--- src/sv/mprs_pkg.sv ---
// Package for the magnitude pivot row sort unit.
// Request/response payload types, sizes, status and register codes.
// No dependencies.
`timescale 1ns / 1ps
`default_nettype none

package mprs_pkg;

   localparam int MAX_ROWS = 64;
   localparam int ROW_W    = 6;
   localparam int CNT_W    = ROW_W + 1;
   localparam int DATA_W   = 32;
   localparam int THR_W    = 31;
   localparam int CSR_IDX_W = 1;
   localparam int CSR_DAT_W = 31;

   // register indexes
   localparam logic [CSR_IDX_W-1:0] CSR_START_ROW      = 1'b0;
   localparam logic [CSR_IDX_W-1:0] CSR_ZERO_THRESHOLD = 1'b1;

   // status codes
   localparam logic [1:0] STATUS_OK         = 2'd0;
   localparam logic [1:0] STATUS_ZERO_PIVOT = 2'd1;
   localparam logic [1:0] STATUS_BAD_START  = 2'd2;

   typedef struct packed {
      logic signed [DATA_W-1:0] value;
      logic                     last;
   } req_type;

   typedef struct packed {
      logic [ROW_W-1:0] row_here;
      logic [ROW_W-1:0] row_chosen;
      logic             do_swap;
      logic [1:0]       status;
      logic             end_of_run;
   } rsp_type;

endpackage

`default_nettype wire

--- src/sv/mprs_col_ram.sv ---
// Column store: MAX_ROWS x 32 single write port, one registered read port.
// Depends on mprs_pkg.
`timescale 1ns / 1ps
`default_nettype none

module mprs_col_ram (
   input  wire logic                            clock,
   input  wire logic                            wr_en,
   input  wire logic [mprs_pkg::ROW_W-1:0]      wr_addr,
   input  wire logic [mprs_pkg::DATA_W-1:0]     wr_data,
   input  wire logic [mprs_pkg::ROW_W-1:0]      rd_addr,
   output logic      [mprs_pkg::DATA_W-1:0]     rd_data
);

   logic [mprs_pkg::DATA_W-1:0] mem_ff [mprs_pkg::MAX_ROWS];
   logic [mprs_pkg::DATA_W-1:0] rd_data_ff;

   always_ff @(posedge clock) begin
      if (wr_en) begin
         mem_ff[wr_addr] <= wr_data;
      end
      rd_data_ff <= mem_ff[rd_addr];
   end

   assign rd_data = rd_data_ff;

endmodule

`default_nettype wire

--- src/sv/magnitude_pivot_row_sort_unit.sv ---
// Top level of the magnitude pivot row sort unit.
// Depends on mprs_pkg and mprs_col_ram.
`timescale 1ns / 1ps
`default_nettype none

// Usage:
//  - Request channel: a column element (req_data.value, signed Q16.16) is
//    taken at a rising edge with start high and busy low. Elements fill
//    rows 0, 1, 2, ...; elements past MAX_ROWS are dropped.
//  - A request with req_data.last set closes the column and starts a
//    pivot run from start_row. busy stays high for the whole run.
//  - Response channel: rsp_valid pulses for one cycle per swap record in
//    rsp_data. The receiver cannot stall; every record must be taken.
//    end_of_run marks the final record. Error runs give a single record.
//  - CSR port: csr_we writes start_row (index 0) or zero_threshold
//    (index 1) from csr_wdata; write only while busy is low.
//  - Timing: a plain element is stored as it is taken. A run scans, for
//    each pivot row r, rows r to n-1 through the single magnitude
//    comparator (one column store read per cycle, registered read data),
//    then exchanges the two rows through the one write port (states
//    ST_SWAP_A, ST_SWAP_B) when rows swap. A start row at or beyond the
//    loaded rows answers in the cycle after the last element, without a run.
//  - Reset (synchronous, active high) empties the column, returns
//    start_row to 0 and zero_threshold to 1; store contents are left as is.
module magnitude_pivot_row_sort_unit (
   input  wire logic                               clock,
   input  wire logic                               reset,
   input  wire logic                               start,
   output logic                                    busy,
   input  wire mprs_pkg::req_type                  req_data,
   output logic                                    rsp_valid,
   output mprs_pkg::rsp_type                       rsp_data,
   input  wire logic                               csr_we,
   input  wire logic [mprs_pkg::CSR_IDX_W-1:0]     csr_index,
   input  wire logic [mprs_pkg::CSR_DAT_W-1:0]     csr_wdata
);

   typedef enum logic [3:0] {
      ST_IDLE   = 4'b0001,
      ST_SCAN   = 4'b0010,
      ST_SWAP_A = 4'b0100,
      ST_SWAP_B = 4'b1000
   } state_type;

   state_type                       state_ff, state_in;
   logic [mprs_pkg::CNT_W-1:0]      rows_ff, rows_in;
   logic [mprs_pkg::CNT_W-1:0]      n_ff, n_in;
   logic [mprs_pkg::ROW_W-1:0]      cur_ff, cur_in;
   logic [mprs_pkg::CNT_W-1:0]      j_ff, j_in;
   logic                            rd_vld_ff, rd_vld_in;
   logic [mprs_pkg::ROW_W-1:0]      rd_idx_ff, rd_idx_in;
   logic [mprs_pkg::ROW_W-1:0]      best_idx_ff, best_idx_in;
   logic [mprs_pkg::DATA_W-1:0]     best_mag_ff, best_mag_in;
   logic [mprs_pkg::DATA_W-1:0]     best_val_ff, best_val_in;
   logic [mprs_pkg::DATA_W-1:0]     cur_val_ff, cur_val_in;
   logic [mprs_pkg::ROW_W-1:0]      start_row_ff;
   logic [mprs_pkg::THR_W-1:0]      thr_ff;
   logic                            rsp_valid_ff, rsp_valid_in;
   mprs_pkg::rsp_type               rsp_data_ff, rsp_data_in;

   // column store port signals
   logic                            wr_en;
   logic [mprs_pkg::ROW_W-1:0]      wr_addr;
   logic [mprs_pkg::DATA_W-1:0]     wr_data;
   logic [mprs_pkg::ROW_W-1:0]      rd_addr;
   logic [mprs_pkg::DATA_W-1:0]     rd_data;

   logic                            accept;
   logic                            store_room;
   logic [mprs_pkg::CNT_W-1:0]      n_total;
   logic [mprs_pkg::DATA_W-1:0]     rd_mag;
   logic                            scan_done;
   logic                            last_row;
   logic                            zero_pivot;

   mprs_col_ram u_col_ram (
      .clock   (clock),
      .wr_en   (wr_en),
      .wr_addr (wr_addr),
      .wr_data (wr_data),
      .rd_addr (rd_addr),
      .rd_data (rd_data)
   );

   assign busy      = (state_ff != ST_IDLE);
   assign accept    = start && !busy;
   assign rsp_valid = rsp_valid_ff;
   assign rsp_data  = rsp_data_ff;

   assign store_room = (rows_ff < mprs_pkg::CNT_W'(mprs_pkg::MAX_ROWS));
   assign n_total    = store_room ? rows_ff + 1'b1 : rows_ff;

   // magnitude as unsigned 32 bits; the most negative value maps to 2^31
   assign rd_mag    = rd_data[mprs_pkg::DATA_W-1] ? (~rd_data + 1'b1) : rd_data;
   assign scan_done = (j_ff == n_ff) && !rd_vld_ff;
   assign last_row  = ({1'b0, cur_ff} + 1'b1) == n_ff;
   // only the first pivot position is tested against the threshold
   assign zero_pivot = (cur_ff == start_row_ff) &&
                       ({1'b0, thr_ff} > best_mag_ff);

   always_comb begin
      state_in    = state_ff;
      rows_in     = rows_ff;
      n_in        = n_ff;
      cur_in      = cur_ff;
      j_in        = j_ff;
      rd_vld_in   = 1'b0;
      rd_idx_in   = rd_idx_ff;
      best_idx_in = best_idx_ff;
      best_mag_in = best_mag_ff;
      best_val_in = best_val_ff;
      cur_val_in  = cur_val_ff;
      rsp_valid_in = 1'b0;
      rsp_data_in  = rsp_data_ff;
      wr_en   = 1'b0;
      wr_addr = rows_ff[mprs_pkg::ROW_W-1:0];
      wr_data = req_data.value;
      rd_addr = j_ff[mprs_pkg::ROW_W-1:0];

      unique case (state_ff)
         ST_IDLE: begin
            if (accept) begin
               wr_en   = store_room;
               rows_in = n_total;
               if (req_data.last) begin
                  rows_in = '0;
                  if ({1'b0, start_row_ff} >= n_total) begin
                     rsp_valid_in           = 1'b1;
                     rsp_data_in.row_here   = start_row_ff;
                     rsp_data_in.row_chosen = start_row_ff;
                     rsp_data_in.do_swap    = 1'b0;
                     rsp_data_in.status     = mprs_pkg::STATUS_BAD_START;
                     rsp_data_in.end_of_run = 1'b1;
                  end else begin
                     n_in     = n_total;
                     cur_in   = start_row_ff;
                     j_in     = {1'b0, start_row_ff};
                     state_in = ST_SCAN;
                  end
               end
            end
         end

         ST_SCAN: begin
            // issue one read a cycle
            if (j_ff < n_ff) begin
               rd_vld_in = 1'b1;
               rd_idx_in = j_ff[mprs_pkg::ROW_W-1:0];
               j_in      = j_ff + 1'b1;
            end
            // compare the data read last cycle
            if (rd_vld_ff) begin
               if (rd_idx_ff == cur_ff) begin
                  best_idx_in = cur_ff;
                  best_mag_in = rd_mag;
                  best_val_in = rd_data;
                  cur_val_in  = rd_data;
               end else if (rd_mag > best_mag_ff) begin
                  // strict compare: ties keep the earlier row
                  best_idx_in = rd_idx_ff;
                  best_mag_in = rd_mag;
                  best_val_in = rd_data;
               end
            end
            if (scan_done) begin
               rsp_valid_in           = 1'b1;
               rsp_data_in.row_here   = cur_ff;
               rsp_data_in.row_chosen = best_idx_ff;
               if (zero_pivot) begin
                  rsp_data_in.do_swap    = 1'b0;
                  rsp_data_in.status     = mprs_pkg::STATUS_ZERO_PIVOT;
                  rsp_data_in.end_of_run = 1'b1;
                  state_in               = ST_IDLE;
               end else begin
                  rsp_data_in.do_swap    = (best_idx_ff != cur_ff);
                  rsp_data_in.status     = mprs_pkg::STATUS_OK;
                  rsp_data_in.end_of_run = last_row;
                  if (best_idx_ff != cur_ff) begin
                     state_in = ST_SWAP_A;
                  end else if (last_row) begin
                     state_in = ST_IDLE;
                  end else begin
                     cur_in = cur_ff + 1'b1;
                     j_in   = {1'b0, cur_ff} + 1'b1;
                  end
               end
            end
         end

         ST_SWAP_A: begin
            wr_en    = 1'b1;
            wr_addr  = cur_ff;
            wr_data  = best_val_ff;
            state_in = ST_SWAP_B;
         end

         ST_SWAP_B: begin
            wr_en   = 1'b1;
            wr_addr = best_idx_ff;
            wr_data = cur_val_ff;
            if (last_row) begin
               state_in = ST_IDLE;
            end else begin
               cur_in   = cur_ff + 1'b1;
               j_in     = {1'b0, cur_ff} + 1'b1;
               state_in = ST_SCAN;
            end
         end

         default: begin
            state_in = ST_IDLE;
         end
      endcase
   end

   always_ff @(posedge clock) begin
      if (reset) begin
         state_ff     <= ST_IDLE;
         rows_ff      <= '0;
         rd_vld_ff    <= 1'b0;
         rsp_valid_ff <= 1'b0;
         start_row_ff <= '0;
         thr_ff       <= mprs_pkg::THR_W'(1);
      end else begin
         state_ff     <= state_in;
         rows_ff      <= rows_in;
         rd_vld_ff    <= rd_vld_in;
         rsp_valid_ff <= rsp_valid_in;
         if (csr_we) begin
            unique case (csr_index)
               mprs_pkg::CSR_START_ROW: begin
                  start_row_ff <= csr_wdata[mprs_pkg::ROW_W-1:0];
               end
               mprs_pkg::CSR_ZERO_THRESHOLD: begin
                  thr_ff <= csr_wdata[mprs_pkg::THR_W-1:0];
               end
               default: begin
               end
            endcase
         end
      end
   end

   // datapath, no reset needed
   always_ff @(posedge clock) begin
      n_ff        <= n_in;
      cur_ff      <= cur_in;
      j_ff        <= j_in;
      rd_idx_ff   <= rd_idx_in;
      best_idx_ff <= best_idx_in;
      best_mag_ff <= best_mag_in;
      best_val_ff <= best_val_in;
      cur_val_ff  <= cur_val_in;
      rsp_data_ff <= rsp_data_in;
   end

   // checks
   a_eor_idle: assert property (@(posedge clock) disable iff (reset)
      rsp_valid && rsp_data.end_of_run |-> !busy)
      else $error("end of run record while sequencer still active");

   a_mid_busy: assert property (@(posedge clock) disable iff (reset)
      rsp_valid && !rsp_data.end_of_run |-> busy)
      else $error("intermediate record with sequencer idle");

   a_err_final: assert property (@(posedge clock) disable iff (reset)
      rsp_valid && (rsp_data.status != mprs_pkg::STATUS_OK)
         |-> rsp_data.end_of_run && !rsp_data.do_swap)
      else $error("error record must be final and not swap");

   a_swap_rows: assert property (@(posedge clock) disable iff (reset)
      rsp_valid && rsp_data.do_swap |-> rsp_data.row_here != rsp_data.row_chosen)
      else $error("swap record names the same row twice");

   a_scan_bound: assert property (@(posedge clock) disable iff (reset)
      (state_ff == ST_SCAN) |-> (j_ff <= n_ff))
      else $error("scan pointer ran past loaded rows");

endmodule

`default_nettype wire

--- config.mk ---
export PLATFORM = sky130hd
export DESIGN_NAME = magnitude_pivot_row_sort_unit
export DESIGN_NICKNAME = d
export VERILOG_FILES = /design/src/sv/mprs_pkg.sv /design/src/sv/mprs_col_ram.sv /design/src/sv/magnitude_pivot_row_sort_unit.sv
export SDC_FILE = /design/constraint.sdc
export NUM_CORES = 2
export LEC_CHECK = 0
export BUFFER_PORTS_ARGS = -buffer_cell sky130_fd_sc_hd__clkbuf_2
export CAP_MARGIN = 20
export CORE_MARGIN = 2
export CORE_UTILIZATION = 57
export CTS_BUF_LIST = sky130_fd_sc_hd__clkbuf_16
export CTS_CLUSTER_SIZE = 25
export DETAILED_ROUTE_END_ITERATION = 6
export PLACE_DENSITY = 0.76
export SLEW_MARGIN = 20
export SYNTH_ARGS = -nofsm -noshare
export SYNTH_HDL_FRONTEND = slang
export SYNTH_HIERARCHICAL = 1
export SYNTH_SLANG_ARGS = --single-unit
export TNS_END_PERCENT = 30
--- constraint.sdc ---
create_clock -name clock -period 7.6 [get_ports clock]
set_input_delay 0.38 -clock clock [delete_from_list [all_inputs] [get_ports clock]]
set_output_delay 0.38 -clock clock [all_outputs]
set_load 0.05 [all_outputs]
# After elaboration in Yosys (flattened, before gate mapping)
# Memory sizes are Yosys's and may differ from the RTL's. A register that Yosys moved wholly into a read port is not among the register bits.
# Index checks and enable logic that the tools add are counted.
# W data, S select, Z words.
[word_totals]
regBits = 194
ramBits = 2048
in_bits = 69
elab_cells = 128
mem_count = 1
[mem_list]
columns = ["memory", "words", "word_bits", "rd", "rd_ports_with_merged_regs", "write_ports", "line", "rtl"]
rows = [
  ["u_col_ram.mem_ff", 64, 32, 1, 1, 1, "mprs_col_ram.sv:15", "logic [mprs_pkg::DATA_W-1:0] mem_ff [mprs_pkg::MAX_ROWS];"],
]
[op_classes]
add_sub_neg = 5
order_cmp = 5
eq_ne = 19
mux = 54
n_bitwise = 4
reduce_logical = 21
[op_table]
columns = ["cell", "count"]
rows = [
  ["$mux W32", 5],
  ["$mux W7", 11],
  ["$mux W16", 4],
  ["$pmux W32 S2", 1],
  ["$mux W6", 9],
  ["$add A32 B1 Y32 const B", 1],
  ["$gt A31 B32 Y1", 1],
  ["$gt A32 B32 Y1", 1],
  ["$mux W4", 8],
  ["$not A32 Y32", 1],
  ["$pmux W16 S2", 1],
  ["$pmux W7 S3", 1],
  ["$pmux W6 S3", 1],
  ["$ne A2 B2 Y1 const B", 8],
  ["$pmux W4 S4", 1],
  ["$reduce_and A5 Y1", 3],
  ["$add A7 B1 Y7 const B", 2],
  ["$eq A7 B7 Y1", 2],
  ["$eq A6 B6 Y1", 2],
  ["$pmux W6 S2", 1],
  ["$mux W1", 8],
  ["$reduce_and A2 Y1", 4],
  ["$add A6 B1 Y7 const B", 1],
  ["$ge A6 B7 Y1", 1],
  ["21 further kinds", 30],
]

# Logic depth before layout (Yosys ltp)
[depth]
ltp_word = 7
depth_mapped = 16

# Modules after synthesis
# The synthesis kept the hierarchy.
[modules_own_cells]
columns = ["mod", "n_inst", "cells_each", "area_per_inst_um2", "seq_area_each_um2"]
rows = [
  ["mprs_col_ram", 1, 3324, 78525.3, 62139.6],
  ["magnitude_pivot_row_sort_unit", 1, 1008, 10415.0, 5295.1],
]

# Worst setup path after synthesis
# OpenSTA, ideal clock, no wires.
[synth_timing]
kind = "register -> register"
start = "register u_col_ram.rd_data_ff, in the netlist u_col_ram/rd_data[0], read port of u_col_ram.mem_ff"
end = "register best_idx_ff[0] in the netlist's numbering (enable)"
arrival_ns = 7.144
required_ns = 7.063
slack_ns = -0.082
path_stages_with_launch = 16
path_buffers = 0
synth_period_minus_slack_ns = 7.682
cell_sequence = "dfxtp_1 inv_1 ha_1 or3b_2 or3_4 o41ai_4 nand2_1 a21oi_2 nand2_1 xor2_1 ha_1 nand4_1 nor3_1 and4_1 a22oi_1 a31oi_1"
[synth_via]
elab_chain_len = 6
[synth_rtl]
columns = ["item", "line", "rtl"]
rows = [
  ["start, declared", "mprs_col_ram.sv:16", "logic [mprs_pkg::DATA_W-1:0] rd_data_ff;"],
  ["$not A32 Y32", "magnitude_pivot_row_sort_unit.sv:94", "assign rd_mag = rd_data[mprs_pkg::DATA_W-1] ? (~rd_data + 1'b1) : rd_data;"],
  ["$add A32 B1 Y32", "magnitude_pivot_row_sort_unit.sv:94", ""],
  ["$mux W32", "magnitude_pivot_row_sort_unit.sv:94", ""],
  ["net rd_mag (one bit)", "magnitude_pivot_row_sort_unit.sv:71", "logic [mprs_pkg::DATA_W-1:0] rd_mag;"],
  ["$gt A32 B32 Y1", "magnitude_pivot_row_sort_unit.sv:158", "end else if (rd_mag > best_mag_ff) begin"],
  ["$reduce_bool A2 Y1 (no source line)", "n/a", ""],
  ["$reduce_and A3 Y1 (no source line)", "n/a", ""],
  ["end signal, assigned", "magnitude_pivot_row_sort_unit.sv:250", "best_idx_ff <= best_idx_in;"],
  ["end, declared", "magnitude_pivot_row_sort_unit.sv:52", "logic [mprs_pkg::ROW_W-1:0] best_idx_ff, best_idx_in;"],
]
# The timed path passes the listed nets, and every way through them passes these cells.
# A chain may end at the register's enable or synchronous reset.

# Worst setup path in the final report
[layout_timing]
start = "register u_col_ram.rd_data_ff, in the netlist u_col_ram/rd_data[0], read port of u_col_ram.mem_ff"
end = "register best_val_ff[4] in the netlist's numbering (enable)"
[layout_via]
elab_chain_len = 6
[layout_rtl]
columns = ["item", "line", "rtl"]
rows = [
  ["$not A32 Y32", "magnitude_pivot_row_sort_unit.sv:94", ""],
  ["$add A32 B1 Y32", "magnitude_pivot_row_sort_unit.sv:94", ""],
  ["$mux W32", "magnitude_pivot_row_sort_unit.sv:94", ""],
  ["net rd_mag (one bit)", "magnitude_pivot_row_sort_unit.sv:71", ""],
  ["$gt A32 B32 Y1", "magnitude_pivot_row_sort_unit.sv:158", ""],
  ["$reduce_bool A2 Y1 (no source line)", "n/a", ""],
  ["$reduce_and A3 Y1 (no source line)", "n/a", ""],
  ["end signal, assigned", "magnitude_pivot_row_sort_unit.sv:252", "best_val_ff <= best_val_in;"],
  ["end, declared", "magnitude_pivot_row_sort_unit.sv:54", "logic [mprs_pkg::DATA_W-1:0] best_val_ff, best_val_in;"],
]
# The timed path passes the listed nets, and every way through them passes these cells.

==> impl_metrics.py <==
metrics = {
    "outcome": {
        "outcome": "finished, violations left",
        "violations": "DRC",
    },
    "final_layout": {
        "finalNetCount": 4725,
        "multi_input_area_mm2": 0.0209,
        "seq_area_mm2": 0.0674,
        "area_growth_pct": 12.3,
        "fillers": 9675,
        "drive_gt1_frac": 0.249,
        "final_core_util": 0.646,
    },
    "synthesis": {
        "synth_cell_types": 73,
        "ys_seq_area_frac": 0.758,
        "synth_top_cell_area_share": 0.740,
        "avgSynthCellArea_um2": 20.5,
        "synth_area_leader_cell": "edfxtp_1",
        "syn_nets": 4481,
        "synth_cells": 4332,
        "ys_ff_latch": 2273,
        "yosysWarnings": 6,
        "synth_area_mm2": 0.0889,
        "ys_async_sr_fraction": 0,
        "synth_ff_type": "edfxtp_1",
        "synth_area_leaders": "edfxtp_1, mux4_2, dfxtp_1",
        "synth_edf_count": 2191,
    },
    "drt": {
        "wl_um": 219000,
        "num_vias": 45400,
        "dr.pass1.iters": 7,
        "drt-vias-per-instance": 6.68,
        "drtIter0Drc": 7037,
        "wl_per_cell_um": 32.2,
        "drc": 7,
        "ant_nets": 0,
    },
    "cts": {
        "cts_setup_buffers": 0,
        "path_clk_slew_ns": 0.06,
        "numCtsBuffers": 209,
        "clockBufferDepth": 3,
        "htree_levels": 4,
        "clock_latency_ns": 0.85,
        "clock_sinks": 2273,
        "cts-root-buf": "clkbuf_16",
        "cts_tree": "yes",
    },
    "sta": {
        "fin_crit_ns": 5.39,
        "rsz0062_at_grt": "false",
        "slew_violations": 0,
        "period_share": 0.709,
        "whs_ns": 0.0764,
        "fin_worst_skew_ns": 0.0263,
        "fmax_ghz": 0.186,
        "slew-limit-headroom": 0.241,
        "fin_setup_tns_ns": 0,
        "worst_pin_slew_ns": 1.14,
        "setup_violations": 0,
        "hold_violations": 0,
    },
    "power_and_ir_drop": {
        "vdd_drop_max_mv": 0.219,
        "power_leakage_uw": 0.0320,
        "p_per_area_mw_per_mm2": 305,
    },
    "die": {
        "ioPinCount": 87,
        "rows": 144,
        "chipWidth_um": 399,
        "core-area_mm2": 0.155,
        "dieArea_mm2": 0.159,
        "start_util": 0.575,
        "dieHeight_um": 399,
    },
    "worst_setup_path": {
        "reg2reg_slack_ns": 2.21,
        "timing_worst_setup_path_type": "reg2reg",
        "endpoint_kind": "register",
        "worstPathArrival_ns": 5.90,
        "r2r-start": "u_col_ram/rd_data[0]",
        "worstReg2RegEnd": "best_val_ff[4]",
        "crit_path_start": "u_col_ram/rd_data[0]",
        "startpoint_type": "register",
        "setup.worst_path.end": "best_val_ff[4]",
        "critPathRequiredTime_ns": 8.12,
        "path_max_fanout": 38,
        "rr_worst_depth": 18,
    },
    "flow_run": {
        "cap_violations": 0,
    },
    "hold_path": {
        "min_path_type": "in2reg",
        "worstHoldPathCells": 4,
    },
    "global_routing": {
        "grt_max_degree": 124,
        "grt_pass1_vias": 44800,
        "overflow": 0,
        "antenna_found_initial": 6,
        "grtUsageTotal": 0.278,
        "grt_pass1_wl_um": 315000,
    },
    "place": {
        "routabilityCongestion": 0.875,
        "io_buffers": 86,
        "hpwl_um": 120000,
    },
}
[synthesized netlist by cell type (all sizes together) (30+ instances only)]
| cell | count |
|---|---|
| edfxtp | 2191 |
| a21oi | 127 |
| o221ai | 30 |
| xnor2 | 47 |
| clkbuf | 122 |
| mux2i | 100 |
| a22oi | 54 |
| mux4 | 544 |
| dfxtp | 82 |
| buf | 106 |
| o22ai | 86 |
| inv | 51 |
| nor2 | 175 |
| ha | 80 |
| nand2 | 237 |
[placed cells by master, fill, tap and decap left out, types with 19 or more instances in the layout]
cell	netlist	final
ha_1	80	80
dlygate4sd3_1	0	34
xnor2_1	47	47
nand3_1	20	20
o221ai_1	30	30
nor2b_1	24	24
clkinv_1	1	59
bufinv_16	0	19
a22oi_1	54	54
a21oi_1	126	126
nor2_1	175	111
mux4_2	544	544
clkinv_2	0	34
edfxtp_1	2191	2191
nand2_1	237	203
nor2_4	0	64
inv_1	51	89
nand2_2	0	34
dfxtp_1	82	82
buf_4	22	113
mux2i_1	100	100
clkbuf_2	0	86
o22ai_1	86	86
clkbuf_16	0	211
o21ai_0	29	29
[report_power, final]
| group | internal (uW) | total (uW) | switching (uW) |
|---|---|---|---|
| Combinational | 2310 | 5880 | 3580 |
| Sequential | 14100 | 14300 | 269 |
| Clock | 5680 | 10200 | 4540 |
| Total | 22100 | 30400 | 8380 |
[stage by stage]
stage	instances	setup WS (ns)	power (uW)	instance area (um^2)
6_report	6798	2.21	30400	99900
5_1_grt	6792	1.93	31300	99900
4_1_cts	6778	1.96	30400	99600
3_5_place_dp	6361	1.97	20300	92600
3_3_place_gp	6356	2.09	20200	92500
2_1_floorplan	4332	1.52	18400	88900
[worst max-delay path: stages (launching register included)]
cell     delay [ns]
dfxtp_1        0.34
inv_1          0.10
ha_1           0.16
or3b_2         0.50
or3_4          0.42
o41ai_4        0.38
nand2_1        0.20
a21oi_2        0.24
nand2_1        0.09
xor2_1         0.17
ha_1           0.31
nand4_1        0.14
nor3_1         0.38
and4_1         0.30
o211a_1        0.16
o31ai_1        0.11
a31oi_4        0.56
buf_16         0.24
buf_12         0.26
[worst min path at each step]
stage,startpoint,to,slack (ns)
after global routing,csr_index,start_row_ff[2],0.08
after CTS,csr_index,start_row_ff[0],0.02
after detailed placement,thr_ff[20],thr_ff[20],0.45
after floorplan,thr_ff[10],thr_ff[10],0.44
after global placement,thr_ff[2],thr_ff[2],0.45
final,csr_index,start_row_ff[0],0.08
[area by class of cell]
cell class                 count  area share
sequential                  2273       0.675
multi-input combinational   1779       0.209
clock buffer                 211      0.0529
tap                         2044      0.0256
timing repair buffer         261      0.0220
clock inverter               172      0.0135
inverter                      52     0.00195
antenna                        6    0.000150
[per-layer routing]
layer	vias to the layer above	routed length (um)	global-route usage
met5	-	47	0
met4	6	7980	0.0987
met3	371	26500	0.0576
met2	2986	104000	0.430
met1	23600	80400	0.399
li1	18400	-	-
[what timing repair did]
action,4_1_cts,5_1_grt
hold buffers,34,0
hold endpoints to repair,39,0
resized for setup,0,0
[cell families (layout without fill, tap and decap cells)]
| group | Yosys count | after routing | share of synthesized area |
|---|---|---|---|
| buf+inv | 280 | 696 | 0.0143 |
| flops | 2273 | 2273 | 0.758 |
| simple gates | 584 | 584 | 0.0301 |
| other cells | 0 | 6 | 0 |
| compound gates | 403 | 403 | 0.0298 |
| xor+xnor | 68 | 68 | 0.00733 |
| mux | 644 | 644 | 0.149 |
| fa+ha+maj | 80 | 80 | 0.0113 |
[registers in the layout, summed over array words and instances, names as in the netlist, 4 cells and up]
signal,flops
u_col_ram/mem_ff,2048
best_mag_ff,32
cur_val_ff,32
u_col_ram/rd_data,32
best_val_ff,31
thr_ff,31
rsp_data,16
j_ff,7
n_ff,7
rows_ff,7
best_idx_ff,6
cur_ff,6
rd_idx_ff,6
start_row_ff,6
state_ff,4
Note: power is estimated with default switching activity, not from simulation.
